===== src/sv/urlpc_pkg.sv =====
// package: shared types, character constants and helper functions of the url codec
`timescale 1ns / 1ps
`default_nettype none

package urlpc_pkg;

    localparam int unsigned MAX_RESULTS = 3;

    localparam logic [7:0] CHAR_PERCENT = 8'h25;
    localparam logic [7:0] CHAR_PLUS    = 8'h2B;
    localparam logic [7:0] CHAR_SPACE   = 8'h20;
    localparam logic [7:0] CHAR_TILDE   = 8'h7E;
    localparam logic [7:0] CHAR_DASH    = 8'h2D;
    localparam logic [7:0] CHAR_UNDER   = 8'h5F;
    localparam logic [7:0] CHAR_DOT     = 8'h2E;
    localparam logic [7:0] CHAR_ZERO    = 8'h30;
    localparam logic [7:0] CHAR_NINE    = 8'h39;
    localparam logic [7:0] CHAR_UP_A    = 8'h41;
    localparam logic [7:0] CHAR_UP_F    = 8'h46;
    localparam logic [7:0] CHAR_UP_Z    = 8'h5A;
    localparam logic [7:0] CHAR_LO_A    = 8'h61;
    localparam logic [7:0] CHAR_LO_F    = 8'h66;
    localparam logic [7:0] CHAR_LO_Z    = 8'h7A;

    localparam logic [7:0] HEX_ALPHA_OFS = 8'd55;
    localparam logic [7:0] HEX_DIGIT_OFS = 8'd48;
    localparam logic [4:0] NO_DIGIT      = 5'd16;

    localparam logic DIR_ENCODE = 1'b0;
    localparam logic DIR_DECODE = 1'b1;

    typedef enum logic [1:0] {
        PH_IDLE  = 2'd0,
        PH_UPPER = 2'd1,
        PH_LOWER = 2'd2
    } esc_phase_t;

    typedef struct packed {
        esc_phase_t  phase;
        logic [3:0]  upper;
        logic        invalid;
    } esc_state_t;

    typedef struct packed {
        logic [7:0]  out_byte;
        logic        run_last;
        logic        string_end;
        logic        bad_escape;
    } result_t;

    typedef struct packed {
        logic [1:0]  count;
        result_t     r2;
        result_t     r1;
        result_t     r0;
    } result_set_t;

    function automatic logic [7:0] hex_char(input logic [3:0] v);
        logic [7:0] w;
        w = {4'h0, v};
        return (v > 4'd9) ? w + HEX_ALPHA_OFS : w + HEX_DIGIT_OFS;
    endfunction

    // digit value, or NO_DIGIT when c is not a hex digit
    function automatic logic [4:0] hex_value(input logic [7:0] c);
        logic [7:0] d;
        d = 8'h00;
        if (c >= CHAR_ZERO && c <= CHAR_NINE) begin
            d = c - CHAR_ZERO;
        end
        else if (c >= CHAR_UP_A && c <= CHAR_UP_F) begin
            d = c - CHAR_UP_A + 8'd10;
        end
        else if (c >= CHAR_LO_A && c <= CHAR_LO_F) begin
            d = c - CHAR_LO_A + 8'd10;
        end
        else begin
            d = {3'b000, NO_DIGIT};
        end
        return d[4:0];
    endfunction

    function automatic logic passes_through(input logic [7:0] c);
        return (c >= CHAR_ZERO && c <= CHAR_NINE) || (c >= CHAR_UP_A && c <= CHAR_UP_Z) ||
               (c >= CHAR_LO_A && c <= CHAR_LO_Z) || c == CHAR_DASH || c == CHAR_UNDER ||
               c == CHAR_DOT || c == CHAR_TILDE;
    endfunction

endpackage

`default_nettype wire


===== src/sv/urlpc_ifs.sv =====
// interfaces: byte request channel, result channel and direction write channel
`timescale 1ns / 1ps
`default_nettype none

interface urlpc_in_if;
    logic        valid;
    logic        ready;
    logic [7:0]  in_byte;
    logic        in_final;

    modport source (output valid, output in_byte, output in_final, input ready);
    modport sink   (input valid, input in_byte, input in_final, output ready);
endinterface

interface urlpc_out_if;
    logic        valid;
    logic        ready;
    logic [7:0]  out_byte;
    logic        run_last;
    logic        string_end;
    logic        bad_escape;

    modport source (output valid, output out_byte, output run_last, output string_end,
                    output bad_escape, input ready);
    modport sink   (input valid, input out_byte, input run_last, input string_end,
                    input bad_escape, output ready);
endinterface

interface urlpc_cfg_if;
    logic        valid;
    logic        ready;
    logic        direction;

    modport source (output valid, output direction, input ready);
    modport sink   (input valid, input direction, output ready);
endinterface

`default_nettype wire


===== src/sv/urlpc_xlate.sv =====
// translation logic: one input byte plus escape state to up to three results
`timescale 1ns / 1ps
`default_nettype none

module urlpc_xlate
    import urlpc_pkg::*;
(
    input  wire logic        direction,
    input  wire logic [7:0]  in_byte,
    input  wire logic        in_final,
    input  wire esc_state_t  esc,
    output result_set_t      results,
    output esc_state_t       esc_next
);

    localparam esc_state_t ESC_CLEAR = '{phase: PH_IDLE, upper: 4'h0, invalid: 1'b0};

    logic [4:0] digit;

    assign digit = hex_value(in_byte);

    always_comb
    begin
        results  = '0;
        esc_next = esc;
        if (direction == DIR_ENCODE) begin
            if (passes_through(in_byte)) begin
                results.count = 2'd1;
                results.r0    = '{out_byte: in_byte, run_last: 1'b1,
                                  string_end: in_final, bad_escape: 1'b0};
            end
            else if (in_byte == CHAR_SPACE) begin
                results.count = 2'd1;
                results.r0    = '{out_byte: CHAR_PLUS, run_last: 1'b1,
                                  string_end: in_final, bad_escape: 1'b0};
            end
            else begin
                results.count = 2'd3;
                results.r0    = '{out_byte: CHAR_PERCENT, run_last: 1'b0,
                                  string_end: 1'b0, bad_escape: 1'b0};
                results.r1    = '{out_byte: hex_char(in_byte[7:4]), run_last: 1'b0,
                                  string_end: 1'b0, bad_escape: 1'b0};
                results.r2    = '{out_byte: hex_char(in_byte[3:0]), run_last: 1'b1,
                                  string_end: in_final, bad_escape: 1'b0};
            end
        end
        else begin
            unique case (esc.phase)
                PH_UPPER:
                begin
                    esc_next.phase   = PH_LOWER;
                    esc_next.upper   = digit[3:0];
                    esc_next.invalid = digit[4];
                    if (in_final) begin
                        // string ends on the upper digit
                        esc_next      = ESC_CLEAR;
                        results.count = 2'd1;
                        results.r0    = '{out_byte: 8'h00, run_last: 1'b1,
                                          string_end: 1'b1, bad_escape: 1'b1};
                    end
                end
                PH_LOWER:
                begin
                    esc_next      = ESC_CLEAR;
                    results.count = 2'd1;
                    if (esc.invalid || digit[4]) begin
                        results.r0 = '{out_byte: 8'h00, run_last: 1'b1,
                                       string_end: in_final, bad_escape: 1'b1};
                    end
                    else begin
                        results.r0 = '{out_byte: {esc.upper, digit[3:0]}, run_last: 1'b1,
                                       string_end: in_final, bad_escape: 1'b0};
                    end
                end
                default:
                begin
                    esc_next.phase = PH_IDLE;
                    if (in_byte == CHAR_PERCENT) begin
                        if (in_final) begin
                            esc_next      = ESC_CLEAR;
                            results.count = 2'd1;
                            results.r0    = '{out_byte: 8'h00, run_last: 1'b1,
                                              string_end: 1'b1, bad_escape: 1'b1};
                        end
                        else begin
                            esc_next.phase = PH_UPPER;
                        end
                    end
                    else if (in_byte == CHAR_PLUS) begin
                        results.count = 2'd1;
                        results.r0    = '{out_byte: CHAR_SPACE, run_last: 1'b1,
                                          string_end: in_final, bad_escape: 1'b0};
                    end
                    else begin
                        results.count = 2'd1;
                        results.r0    = '{out_byte: in_byte, run_last: 1'b1,
                                          string_end: in_final, bad_escape: 1'b0};
                    end
                end
            endcase
        end
    end

endmodule

`default_nettype wire


===== src/sv/url_percent_codec.sv =====
// top level: url percent codec with request channel, result buffer and direction register
// Usage:
//   rx   byte requests (in_byte, in_final), taken when valid and ready are high
//   tx   result bytes (out_byte, run_last, string_end, bad_escape)
//   cfg  direction write: 0 encodes, 1 decodes; always ready, also clears escape state
// A request is translated in the cycle it is taken and its zero to three results
// land in a three-entry result register; tx shows the first one in the next cycle.
// Throughput: a request every cycle while each gives at most one result and tx is
// ready; an encode request that escapes a byte holds rx until the single-byte tx
// channel has drained the result register down to its last entry.
// rx is ready while the result register is empty or sends its last entry that cycle.
// When tx stalls, the current result holds and rx stops while the register holds any result.
// Reset sets direction to encode, clears the escape state and empties the result register.
// The user must write direction only while no request is in flight; the block does not enforce it.
`timescale 1ns / 1ps
`default_nettype none

module url_percent_codec
    import urlpc_pkg::*;
(
    input  wire logic   clk,
    input  wire logic   rst_n,
    urlpc_cfg_if.sink   cfg,
    urlpc_in_if.sink    rx,
    urlpc_out_if.source tx
);

    logic        dir_reg;
    esc_state_t  esc_reg;
    esc_state_t  esc_next;
    result_set_t res_now;
    logic [1:0]  rem_reg;
    logic [1:0]  rem_next;
    result_t     buf_reg [MAX_RESULTS];
    logic        acc;
    logic        pop;
    logic        cfg_wr;

    urlpc_xlate u_xlate (
        .direction (dir_reg),
        .in_byte   (rx.in_byte),
        .in_final  (rx.in_final),
        .esc       (esc_reg),
        .results   (res_now),
        .esc_next  (esc_next)
    );

    assign cfg.ready = 1'b1;
    assign cfg_wr    = cfg.valid && cfg.ready;

    assign pop      = tx.valid && tx.ready;
    assign rx.ready = (rem_reg == 2'd0) || (rem_reg == 2'd1 && tx.ready);
    assign acc      = rx.valid && rx.ready;

    assign tx.valid      = (rem_reg != 2'd0);
    assign tx.out_byte   = buf_reg[0].out_byte;
    assign tx.run_last   = buf_reg[0].run_last;
    assign tx.string_end = buf_reg[0].string_end;
    assign tx.bad_escape = buf_reg[0].bad_escape;

    always_comb
    begin
        priority if (acc) begin
            rem_next = res_now.count;
        end
        else if (pop) begin
            rem_next = rem_reg - 2'd1;
        end
        else begin
            rem_next = rem_reg;
        end
    end

    always_ff @(posedge clk or negedge rst_n)
    begin
        if (!rst_n) begin
            dir_reg <= DIR_ENCODE;
            esc_reg <= '{phase: PH_IDLE, upper: 4'h0, invalid: 1'b0};
            rem_reg <= 2'd0;
        end
        else begin
            rem_reg <= rem_next;
            if (cfg_wr) begin
                dir_reg <= cfg.direction;
                esc_reg <= '{phase: PH_IDLE, upper: 4'h0, invalid: 1'b0};
            end
            else if (acc) begin
                esc_reg <= esc_next;
            end
        end
    end

    // result register: load on request, shift down on each sent result
    always_ff @(posedge clk)
    begin
        if (acc) begin
            buf_reg[0] <= res_now.r0;
            buf_reg[1] <= res_now.r1;
            buf_reg[2] <= res_now.r2;
        end
        else if (pop) begin
            buf_reg[0] <= buf_reg[1];
            buf_reg[1] <= buf_reg[2];
        end
    end

    a_encode_keeps_escape: assert property (@(posedge clk) disable iff (!rst_n)
        (acc && dir_reg == DIR_ENCODE && !cfg_wr) |=> esc_reg == $past(esc_reg))
        else $error("escape state changed in encode mode");

    a_bad_is_zero: assert property (@(posedge clk) disable iff (!rst_n)
        (tx.valid && tx.bad_escape) |-> tx.out_byte == 8'h00)
        else $error("error result carries a nonzero byte");

    a_end_is_last: assert property (@(posedge clk) disable iff (!rst_n)
        (tx.valid && tx.string_end) |-> tx.run_last)
        else $error("string end on a result that is not the last of its request");

    a_bad_only_decode: assert property (@(posedge clk) disable iff (!rst_n)
        (tx.valid && tx.bad_escape) |-> dir_reg == DIR_DECODE)
        else $error("error result while encoding");

    a_stall_holds: assert property (@(posedge clk) disable iff (!rst_n)
        (tx.valid && !tx.ready) |=> rem_reg == $past(rem_reg))
        else $error("result count moved while tx stalled");

endmodule

`default_nettype wire


===== src/flat_wrapper.sv =====
// flat-port wrapper written by rule: the top's interface ports become plain ports
module url_percent_codec_flat import urlpc_pkg::*;
  (clk, rst_n, cfg_valid, cfg_direction, cfg_ready, rx_valid, rx_in_byte, rx_in_final, rx_ready, tx_valid, tx_out_byte, tx_run_last, tx_string_end, tx_bad_escape, tx_ready);
  urlpc_cfg_if cfg_i ();
  urlpc_in_if rx_i ();
  urlpc_out_if tx_i ();
  input  wire logic clk;
  input  wire logic rst_n;
  input wire logic [$bits(cfg_i.valid)-1:0] cfg_valid;
  input wire logic [$bits(cfg_i.direction)-1:0] cfg_direction;
  output wire logic [$bits(cfg_i.ready)-1:0] cfg_ready;
  input wire logic [$bits(rx_i.valid)-1:0] rx_valid;
  input wire logic [$bits(rx_i.in_byte)-1:0] rx_in_byte;
  input wire logic [$bits(rx_i.in_final)-1:0] rx_in_final;
  output wire logic [$bits(rx_i.ready)-1:0] rx_ready;
  output wire logic [$bits(tx_i.valid)-1:0] tx_valid;
  output wire logic [$bits(tx_i.out_byte)-1:0] tx_out_byte;
  output wire logic [$bits(tx_i.run_last)-1:0] tx_run_last;
  output wire logic [$bits(tx_i.string_end)-1:0] tx_string_end;
  output wire logic [$bits(tx_i.bad_escape)-1:0] tx_bad_escape;
  input wire logic [$bits(tx_i.ready)-1:0] tx_ready;
  assign cfg_i.valid = cfg_valid;
  assign cfg_i.direction = cfg_direction;
  assign cfg_ready = cfg_i.ready;
  assign rx_i.valid = rx_valid;
  assign rx_i.in_byte = rx_in_byte;
  assign rx_i.in_final = rx_in_final;
  assign rx_ready = rx_i.ready;
  assign tx_valid = tx_i.valid;
  assign tx_out_byte = tx_i.out_byte;
  assign tx_run_last = tx_i.run_last;
  assign tx_string_end = tx_i.string_end;
  assign tx_bad_escape = tx_i.bad_escape;
  assign tx_i.ready = tx_ready;
  url_percent_codec u_core (.clk(clk), .rst_n(rst_n), .cfg(cfg_i), .rx(rx_i), .tx(tx_i));
endmodule

===== config.mk =====
export PLATFORM = sky130hd
export DESIGN_NAME = url_percent_codec_flat
export DESIGN_NICKNAME = d
export VERILOG_FILES = /design/src/sv/urlpc_pkg.sv /design/src/sv/urlpc_ifs.sv /design/src/sv/urlpc_xlate.sv /design/src/sv/url_percent_codec.sv /design/src/flat_wrapper.sv
export SDC_FILE = /design/constraint.sdc
export NUM_CORES = 1
export LEC_CHECK = 0
export BUFFER_PORTS_ARGS = -buffer_cell sky130_fd_sc_hd__buf_2
export CAP_MARGIN = 0
export CELL_PAD_IN_SITES_DETAIL_PLACEMENT = 1
export CELL_PAD_IN_SITES_GLOBAL_PLACEMENT = 1
export CORE_ASPECT_RATIO = 1.4
export CORE_MARGIN = 3
export CORE_UTILIZATION = 50
export CTS_BUF_LIST = sky130_fd_sc_hd__clkbuf_8
export CTS_CLUSTER_SIZE = 10
export DETAILED_ROUTE_END_ITERATION = 6
export GPL_TIMING_DRIVEN = 0
export PLACE_DENSITY = 0.93
export SKIP_CTS_REPAIR_TIMING = 1
export SYNTH_ARGS = -nofsm -noshare
export SYNTH_HDL_FRONTEND = slang
export SYNTH_SLANG_ARGS = --single-unit

===== constraint.sdc =====
create_clock -name clk -period 5.7 [get_ports clk]
set_input_delay 0.285 -clock clk [delete_from_list [all_inputs] [get_ports clk]]
set_output_delay 0.285 -clock clk [all_outputs]
set_load 0.1 [all_outputs]

==> flow_summary.ini, run 1 <==
[outcome]
status = complete, no violations

[clock_tree]
clk_latency_ns = 0.31
clk_path_buf_depth = 2
cts_buffers = 5
clkTransAtPathRegs_ns = 0.08
htreeDepth = 2
cts_tree = built
clock_sinks = 39
root_buffer = clkbuf_8

[floorplanning]
die_h_um = 94.6
die_w_um = 69.3
core_um2 = 5310
start_util = 0.528
die_area_um2 = 6560
top_level_ports = 29
rows = 31

[route]
vias_per_cell = 6.33
firstDrtPassIters = 4
first_iter_violations = 194
ant_nets = 0
routed_wl_um = 8500
wire_per_inst_um = 20.9
vias = 2578
route.detailed.drc = 0

[finish]
largest_reg_flops = 29
final_cell_mix = nand2_1 (34), edfxtp_1 (29), buf_2 (28)
n_antenna_cell = 0
fin_cells = 407
area_growth_syn_to_layout_pct = 11.0
drive_above_1_share = 0.179
mostFrequentLayoutCell = nand2_1
layout.nets = 368

[synthesis]
synth-edff-count = 29
synth.avg_cell_area_um2 = 9.17
synth_area_leaders = edfxtp_1 (31%), dfrtp_1 (8.9%), ha_1 (5.8%)
ys_seq_elements = 39
synth_cells = 306
async_flop_share = 0.256
yosysUniqueCellTypes = 66
netlist.area_leader.share = 0.310
ys.flop_type = edfxtp_1
yosysSeqAreaShare = 0.400
synth_area_um2 = 2810
yosys.area.top_type = edfxtp_1
ys_warn_count = 0
synth_fp_nets = 334

[setup_path]
cp-startpoint = rx_in_byte[0]
worstReg2RegStart = u_core.rem_reg[0]
worst-path-buf-inv = 4
r2r_slack_ns = 2.83
cp_data_required_time_ns = 5.79
crit_family = buffers and inverters
cp_cell_sequence = buf_2 -> clkbuf_1 -> inv_1 -> ha_1 -> or4b_4 -> a21oi_1 -> o32ai_1 -> clkbuf_1 -> a21boi_0 -> o31ai_1
rr_endpoint = u_core.esc_reg[3]
r2r_cells = 9
start_kind = primary input
cp.depth = 10
cp_max_fo = 10
cpMaxStageDelayCell = o32ai_1
arrival_ns = 3.49
crit_type = primary input to register
cpPeakStageDelay_ns = 0.62
cp-endpoint = u_core.buf_reg[0][3]
end_kind = register
crit_top_cell = clkbuf_1

[global_routing]
antenna_found_initial = 0
grt_max_degree = 24
grt_usage = 0.267
grt_pass1_wl_um = 13700
gr-total-overflow = 0
grt_pass1_vias = 2725

[run]
max_cap_violations = 0

[min_path]
min-delay-path-class = primary input to register

[sta]
maxSlewViolCount = 0
relSlewSlack = 0.376
rsz0062_at_grt = no
skew_ns = 0.0127
hold_violations = 0
clock.fmax_mhz = 294
finalSetupTns_ns = 0
period_share = 0.598
period_needed_ns = 3.41
tightest_slew_ns = 0.934
setup_viol = 0

[placement]
dp_hpwl_um = 6160
globalplace.congestion = 0.851
place_inst = 398
portBuffers = 26

[pwr]
p_total_w = 0.00120
power.density_nw_per_um2 = 385
ir_worst_vdd_v = 0.000384
p_leak_nw = 1.27
layout make-up:
class | instances | area [um2]
repair buffers | 27 | 140
clock inverters | 3 | 16.3
fillers | 646 | 2200
plain buffers | 27 | 146
inverters | 18 | 72.6
flip-flops and latches | 39 | 1120
clock buffers | 5 | 68.8
multi-input cells | 222 | 1470
well taps | 66 | 82.6
layer usage:
metal	vias up	track usage	part of all wire	wire length, um
met5	-	0	0	0
met4	0	0.124	0.025	214
met3	21	0.0341	0.060	508
met2	107	0.489	0.53	4530
met1	1274	0.309	0.38	3250
li1	1176	-	-	-
where the power goes:
| part | switching, W | internal (W) | total, W |
|---|---|---|---|
| Sequential | 0.0000243 | 0.000403 | 0.000428 |
| Clock | 0.000102 | 0.0000839 | 0.000185 |
| Combinational | 0.000453 | 0.000133 | 0.000586 |
| Total | 0.000579 | 0.000620 | 0.00120 |
Yosys cell counts, drive strengths merged, types with 3 or more instances:
cell     count
nand2       35
edfxtp      29
nor2        26
a21oi       19
inv         17
clkbuf      15
ha          13
o21ai       13
buf         12
nor3        12
dfrtp       10
o31ai        9
and2         5
nand2b       5
nand3        5
o211ai       5
o2bb2ai      5
nand3b       4
xnor2        4
a211oi       3
a21o         3
a221oi       3
a31oi        3
mux2i        3
nor2b        3
o32ai        3
or2          3
through the flow:
step | utilization | instance area (um2) | setup slack, ns | hold slack [ns]
CTS | 0.584 | 3100 | 2.38 | -0.159
global route | 0.586 | 3110 | 2.21 | 0.220
finish | 0.586 | 3110 | 2.29 | 0.201
floorplan | - | 2810 | 2.66 | -0.0106
global placement | 0.568 | 3020 | 2.21 | 0.165
detailed placement | 0.568 | 3020 | 2.13 | 0.165
cells by family (layout without fill, tap and decap cells):
logic type	Yosys count	after routing	share of synthesized area
flip-flops	39	39	0.400
adder cells (fa/ha/maj)	13	13	0.0580
buffers and inverters	45	80	0.0781
other	1	1	0.00134
XOR/XNOR	5	5	0.0156
AO/OA/AOI/OAI	86	86	0.221
multiplexers	4	4	0.0147
AND/OR/NAND/NOR	113	113	0.211
worst register-to-register path, stage by stage (launching register included):
cell	delay, ns
dfrtp_1	0.42
inv_1	0.07
ha_1	0.21
a21o_1	0.12
and2_1	0.12
clkbuf_1	0.55
nand2_1	0.30
or4_1	0.60
o21bai_1	0.23
o2bb2ai_1	0.18
how the worst min path moves through the flow:
stage              start           endpoint  cells after the start  slack, ns
2_1_floorplan      rst_n     u_core.dir_reg                      0      -0.01
3_3_place_gp       rst_n  u_core.esc_reg[6]                      1       0.17
3_5_place_dp       rst_n  u_core.esc_reg[0]                      1       0.17
4_1_cts            rst_n     u_core.dir_reg                      1      -0.16
5_1_grt        cfg_valid  u_core.esc_reg[5]                      2       0.22
6_report       cfg_valid  u_core.esc_reg[6]                      2       0.20
Power figures use the tool's default switching activity.
==> inputs of run 2 (changes only) <==
- CORE_UTILIZATION: 50 -> 43
- PLACE_DENSITY: 0.93 -> 0.85
- clock period: 5.7 -> 3.13 ns (I/O delays scaled with it)
==> run 2 against run 1 <==
  * Clock skew shrank 0.0048 ns
  * Worst setup slack lost 2.2 ns
  * Non-clock buffer count shrank 1
  * Die area grew 15%
  * Total power grew 90%
  * Critical endpoint is now u_core.buf_reg[0][17]
  * Final cell count grew 1.2%
  * Count of clock-buffer cells in the layout grew 1
  * First-iteration DRC count shrank 28%
  * Cell area grew 1.4%
  * Largest cell class unchanged
  * Hold slack lost 0.12 ns
  * Critical path depth grew 2
==> flow_summary.ini, run 2 (synthesis results as in run 1) <==
[outcome]
status = complete, no violations

[global_routing]
met3_usage = 0.0427
busiest_layer = met2
antenna_found_initial = 0
gr-total-overflow = 0
grt_pass1_wl_um = 12900
grt_pass1_vias = 2549
grt_usage = 0.227
grtUsageMet1 = 0.267
grt_max_degree = 24
use_met2 = 0.386

[setup_path]
end_kind = register
crit_family = simple AND/OR/NAND/NOR gates
crit_top_cell = o21ai_2
cp-startpoint = rx_in_byte[0]
arrival_ns = 3.14
cp_max_fo = 10
cp-endpoint = u_core.buf_reg[0][17]
r2r_cells = 9
cp_cell_sequence = buf_2 -> clkbuf_2 -> inv_1 -> ha_1 -> or4b_4 -> a311oi_1 -> o32ai_2 -> nor3_4 -> nand2_4 -> clkinv_4 -> o21ai_2 -> o21ai_2
cp.depth = 12
cpMaxStageDelayCell = or4b_4
crit_type = primary input to register
rr_endpoint = u_core.esc_reg[3]
cp_data_required_time_ns = 3.28
start_kind = primary input
cpPeakStageDelay_ns = 0.52
r2r_slack_ns = 0.32
worst-path-buf-inv = 4
worstReg2RegStart = u_core.rem_reg[0]

[sta]
rsz0062_at_grt = no
clock.fmax_mhz = 334
setup_viol = 0
hold_violations = 0
period_needed_ns = 2.99
period_share = 0.956
skew_ns = 0.00786
tightest_slew_ns = 0.925
relSlewSlack = 0.382
maxSlewViolCount = 0

[floorplanning]
top_level_ports = 29
die_w_um = 74.3
start_util = 0.449
die_h_um = 102
rows = 34
core_um2 = 6250
die_area_um2 = 7540

[placement]
place_inst = 404
dp_hpwl_um = 6140
portBuffers = 26
globalplace.congestion = 0.960

[clock_tree]
clk_latency_ns = 0.29
clkTransAtPathRegs_ns = 0.08
cts_buffers = 5
cts_tree = built
clock_sinks = 39
htreeDepth = 2
root_buffer = clkbuf_8
clk_path_buf_depth = 2

[finish]
area_growth_syn_to_layout_pct = 12.6
largest_reg_flops = 29
nFillCells = 760
layout.nets = 367
multiInputGateArea_um2 = 1470
seq_area_um2 = 1120
fin_cells = 412
drive_above_1_share = 0.191
final_cell_mix = nand2_1 (34), edfxtp_1 (29), buf_2 (28)
n_antenna_cell = 0
mostFrequentLayoutCell = nand2_1

[route]
first_iter_violations = 140
route.detailed.drc = 0
firstDrtPassIters = 4
wire_per_inst_um = 20.1
vias_per_cell = 6.17
ant_nets = 0
vias = 2541
routed_wl_um = 8260

[pwr]
p_leak_nw = 1.28
p_int_w = 0.00124
ir_worst_vdd_v = 0.000564
p_switching_w = 0.00105
power.density_nw_per_um2 = 723
p_sw_frac = 0.459
power.share.clock = 0.193
p_seq_frac = 0.340
p_total_w = 0.00228
p_comb_frac = 0.467

[min_path]
min-delay-path-class = primary input to register

[run]
max_cap_violations = 0
run 2: cell count changes in the layout (fill, tap and decap cells not counted), sizes merged:
cell    before  now
bufinv       0    1
clkinv       3    2
inv         18   17
run 2: how the worst min path moves through the flow:
| stage | to | start | cells after the start |
|---|---|---|---|
| 2_1_floorplan | u_core.dir_reg | rst_n | 0 |
| 3_3_place_gp | u_core.esc_reg[6] | rst_n | 1 |
| 3_5_place_dp | u_core.esc_reg[0] | rst_n | 1 |
| 4_1_cts | u_core.rem_reg[0] | rst_n | 1 |
| 5_1_grt | u_core.dir_reg | cfg_direction | 3 |
| 6_report | u_core.dir_reg | cfg_direction | 3 |
run 2: area by class of cell:
| class | instances | share of cell area |
|---|---|---|
| Multi-Input combinational cell | 222 | 0.466 |
| Tap cell | 72 | 0.0285 |
| Sequential cell | 39 | 0.355 |
| Inverter | 18 | 0.0230 |
| Buffer | 26 | 0.0456 |
| Clock inverter | 2 | 0.0111 |
| Timing Repair Buffer | 27 | 0.0444 |
| Clock buffer | 6 | 0.0261 |
run 2: routing by layer:
metal | share of wire | vias to the layer above
met3 | 0.042 | 30
met5 | 0 | -
met4 | 0.046 | 0
met2 | 0.51 | 79
li1 | - | 1178
met1 | 0.40 | 1254
run 2: worst min-delay path, stage by stage:
cell and delay (ns):
buf_2 0.07, nand2_1 0.04, o21ai_0 0.06
run 2: through the flow:
step	setup TNS [ns]	utilization	setup slack, ns	instance area [um2]	hold slack (ns)
final	0	0.505	0.137	3160	0.0847
after global routing	0	0.505	0.00903	3160	0.0973
after CTS	0	0.503	0.0394	3140	-0.274
after detailed placement	-3.30	0.484	-0.255	3030	0.0389
after global placement	-3.55	0.484	-0.270	3030	0.0311
after floorplan	0	-	0.0880	2810	-0.139
run 2: power groups by stage:
stage | clock, W | combinational (W) | sequential, W
2_1_floorplan | 0 | 0.000771 | 0.000864
3_3_place_gp | 0 | 0.00104 | 0.000778
3_5_place_dp | 0 | 0.00106 | 0.000787
4_1_cts | 0.000443 | 0.00107 | 0.000777
5_1_grt | 0.000468 | 0.00113 | 0.000787
6_report | 0.000441 | 0.00107 | 0.000776
==> inputs of run 3 (changes only) <==
- CORE_ASPECT_RATIO: 1.4 -> 0.6
==> run 3 against run 2 <==
  * Routed wire length increased by 2.8%
  * Sequential share of layout area grew 0.21 points
  * Cell area decreased by 0.59%
  * Final cell count rose by 2.7%
  * Register-to-register slack gained 0.06 ns
  * Sequential power hardly changed
  * Clock power decreased by 21%
  * Critical endpoint is now u_core.buf_reg[0][9]
  * Largest cell class unchanged
==> flow_summary.ini, run 3 (synthesis results as in run 1) <==
[sta]
layout_setup_ws_ns = 0.138
maxSlewViolCount = 0
skew_ns = 0.00280
tightest_slew_ns = 0.918
hold_violations = 0
period_share = 0.956
period_needed_ns = 2.99
rsz0062_at_grt = no
setup_viol = 0
clock.fmax_mhz = 334
relSlewSlack = 0.386

[pwr]
p_switching_w = 0.00106
ir_worst_vdd_v = 0.000614
p_leak_nw = 1.27
p_int_w = 0.00113
p_comb_frac = 0.488
p_seq_frac = 0.354
p_sw_frac = 0.485
power.share.clock = 0.158
power.density_nw_per_um2 = 699

[min_path]
hp-start = cfg_direction
hold-path-endpoint = u_core.dir_reg
min-delay-path-class = primary input to register
hold_depth = 3

[setup_path]
end_kind = register
cp_data_required_time_ns = 3.24
arrival_ns = 3.10
r2r_slack_ns = 0.38
worstReg2RegStart = u_core.rem_reg[1]
start_kind = primary input
cp_max_fo = 10
r2r_cells = 8
rr_endpoint = u_core.esc_reg[4]
crit_type = primary input to register

[clock_tree]
clkTransAtPathRegs_ns = 0.08
cts_buffers = 5
clk_latency_ns = 0.30
htreeDepth = 2
clk_path_buf_depth = 2
root_buffer = clkbuf_8
cts_tree = built
clock_sinks = 39

[route]
wire_per_inst_um = 20.1
first_iter_violations = 183
route.detailed.drc = 0
firstDrtPassIters = 5
ant_nets = 0
vias = 2519
routed_wl_um = 8490
vias_per_cell = 5.96

[global_routing]
grt_usage = 0.242
antenna_found_initial = 0
gr-total-overflow = 0
grt_max_degree = 24
busiest_layer = met2
met3_usage = 0.0540
grtUsageMet1 = 0.343
grt_pass1_vias = 2526
use_met2 = 0.372
grt_pass1_wl_um = 13500

[finish]
n_antenna_cell = 0
mostFrequentLayoutCell = nand2_1
area_growth_syn_to_layout_pct = 11.9
fin_cells = 423
drive_above_1_share = 0.192
layout.nets = 366
design_area_um2 = 3140
final_cell_mix = nand2_1 (34), edfxtp_1 (29), buf_2 (28)
largest_reg_flops = 29

[floorplanning]
die_area_um2 = 7560
start_util = 0.451
die_h_um = 68.6
die_w_um = 110
top_level_ports = 29
rows = 22
core_um2 = 6220

[placement]
dp_slack_ns = -0.271
place_inst = 416
globalplace.congestion = 0.967
portBuffers = 26
dp_hpwl_um = 6170
placed_area_um2 = 3040

[outcome]
status = complete, no violations

[run]
max_cap_violations = 0
[run 3: cell type report]
cell class / instances / area [um2]
Fill cell: 746 / 3080
Multi-Input combinational cell: 222 / 1470
Sequential cell: 39 / 1120
Timing Repair Buffer: 28 / 148
Buffer: 24 / 135
Tap cell: 84 / 105
Inverter: 18 / 72.6
Clock buffer: 5 / 68.8
Clock inverter: 3 / 16.3
[run 3: worst max-delay path, cell delays in order]
cell,delay [ns]
buf_2,0.10
clkbuf_1,0.45
inv_1,0.34
ha_1,0.33
nor2b_1,0.21
nor2_1,0.08
mux2i_1,0.15
o32ai_1,0.38
clkbuf_1,0.41
o211ai_1,0.18
a41oi_1,0.31
[run 3: worst max path at each step]
stage	from	end	cells after the start	slack (ns)
floorplan	u_core.rem_reg[1]	u_core.esc_reg[2]	9	0.09
global route	rx_in_byte[4]	u_core.buf_reg[0][5]	11	0.02
CTS	rx_in_byte[0]	u_core.buf_reg[0][14]	10	0.009
global placement	rx_in_byte[0]	u_core.buf_reg[0][9]	10	-0.18
finish	rx_in_byte[4]	u_core.buf_reg[0][9]	11	0.14
detailed placement	rx_in_byte[0]	u_core.buf_reg[0][14]	10	-0.27
[run 3: through the flow]
| step | TNS [ns] | power (W) | hold WS, ns | utilization |
|---|---|---|---|---|
| 2_1_floorplan | 0 | 0.00164 | -0.139 | - |
| 3_3_place_gp | -2.07 | 0.00182 | 0.0440 | 0.489 |
| 3_5_place_dp | -3.31 | 0.00185 | 0.0462 | 0.489 |
| 4_1_cts | 0 | 0.00219 | -0.280 | 0.502 |
| 5_1_grt | 0 | 0.00231 | 0.103 | 0.505 |
| 6_report | 0 | 0.00219 | 0.0757 | 0.505 |
[run 3: power groups by stage]
stage,logic (W),registers (W),clock network (W)
global route,0.00115,0.000787,0.000373
finish,0.00107,0.000775,0.000347
floorplan,0.000771,0.000864,0
detailed placement,0.00106,0.000787,0
global placement,0.00104,0.000781,0
CTS,0.00106,0.000775,0.000347
[run 3: per-layer routing]
layer | wire length (um) | vias to the layer above | part of all wire
li1 | - | 1175 | -
met1 | 4140 | 1235 | 0.49
met5 | 0 | - | 0
met4 | 112 | 0 | 0.013
met2 | 3670 | 95 | 0.43
met3 | 575 | 14 | 0.068
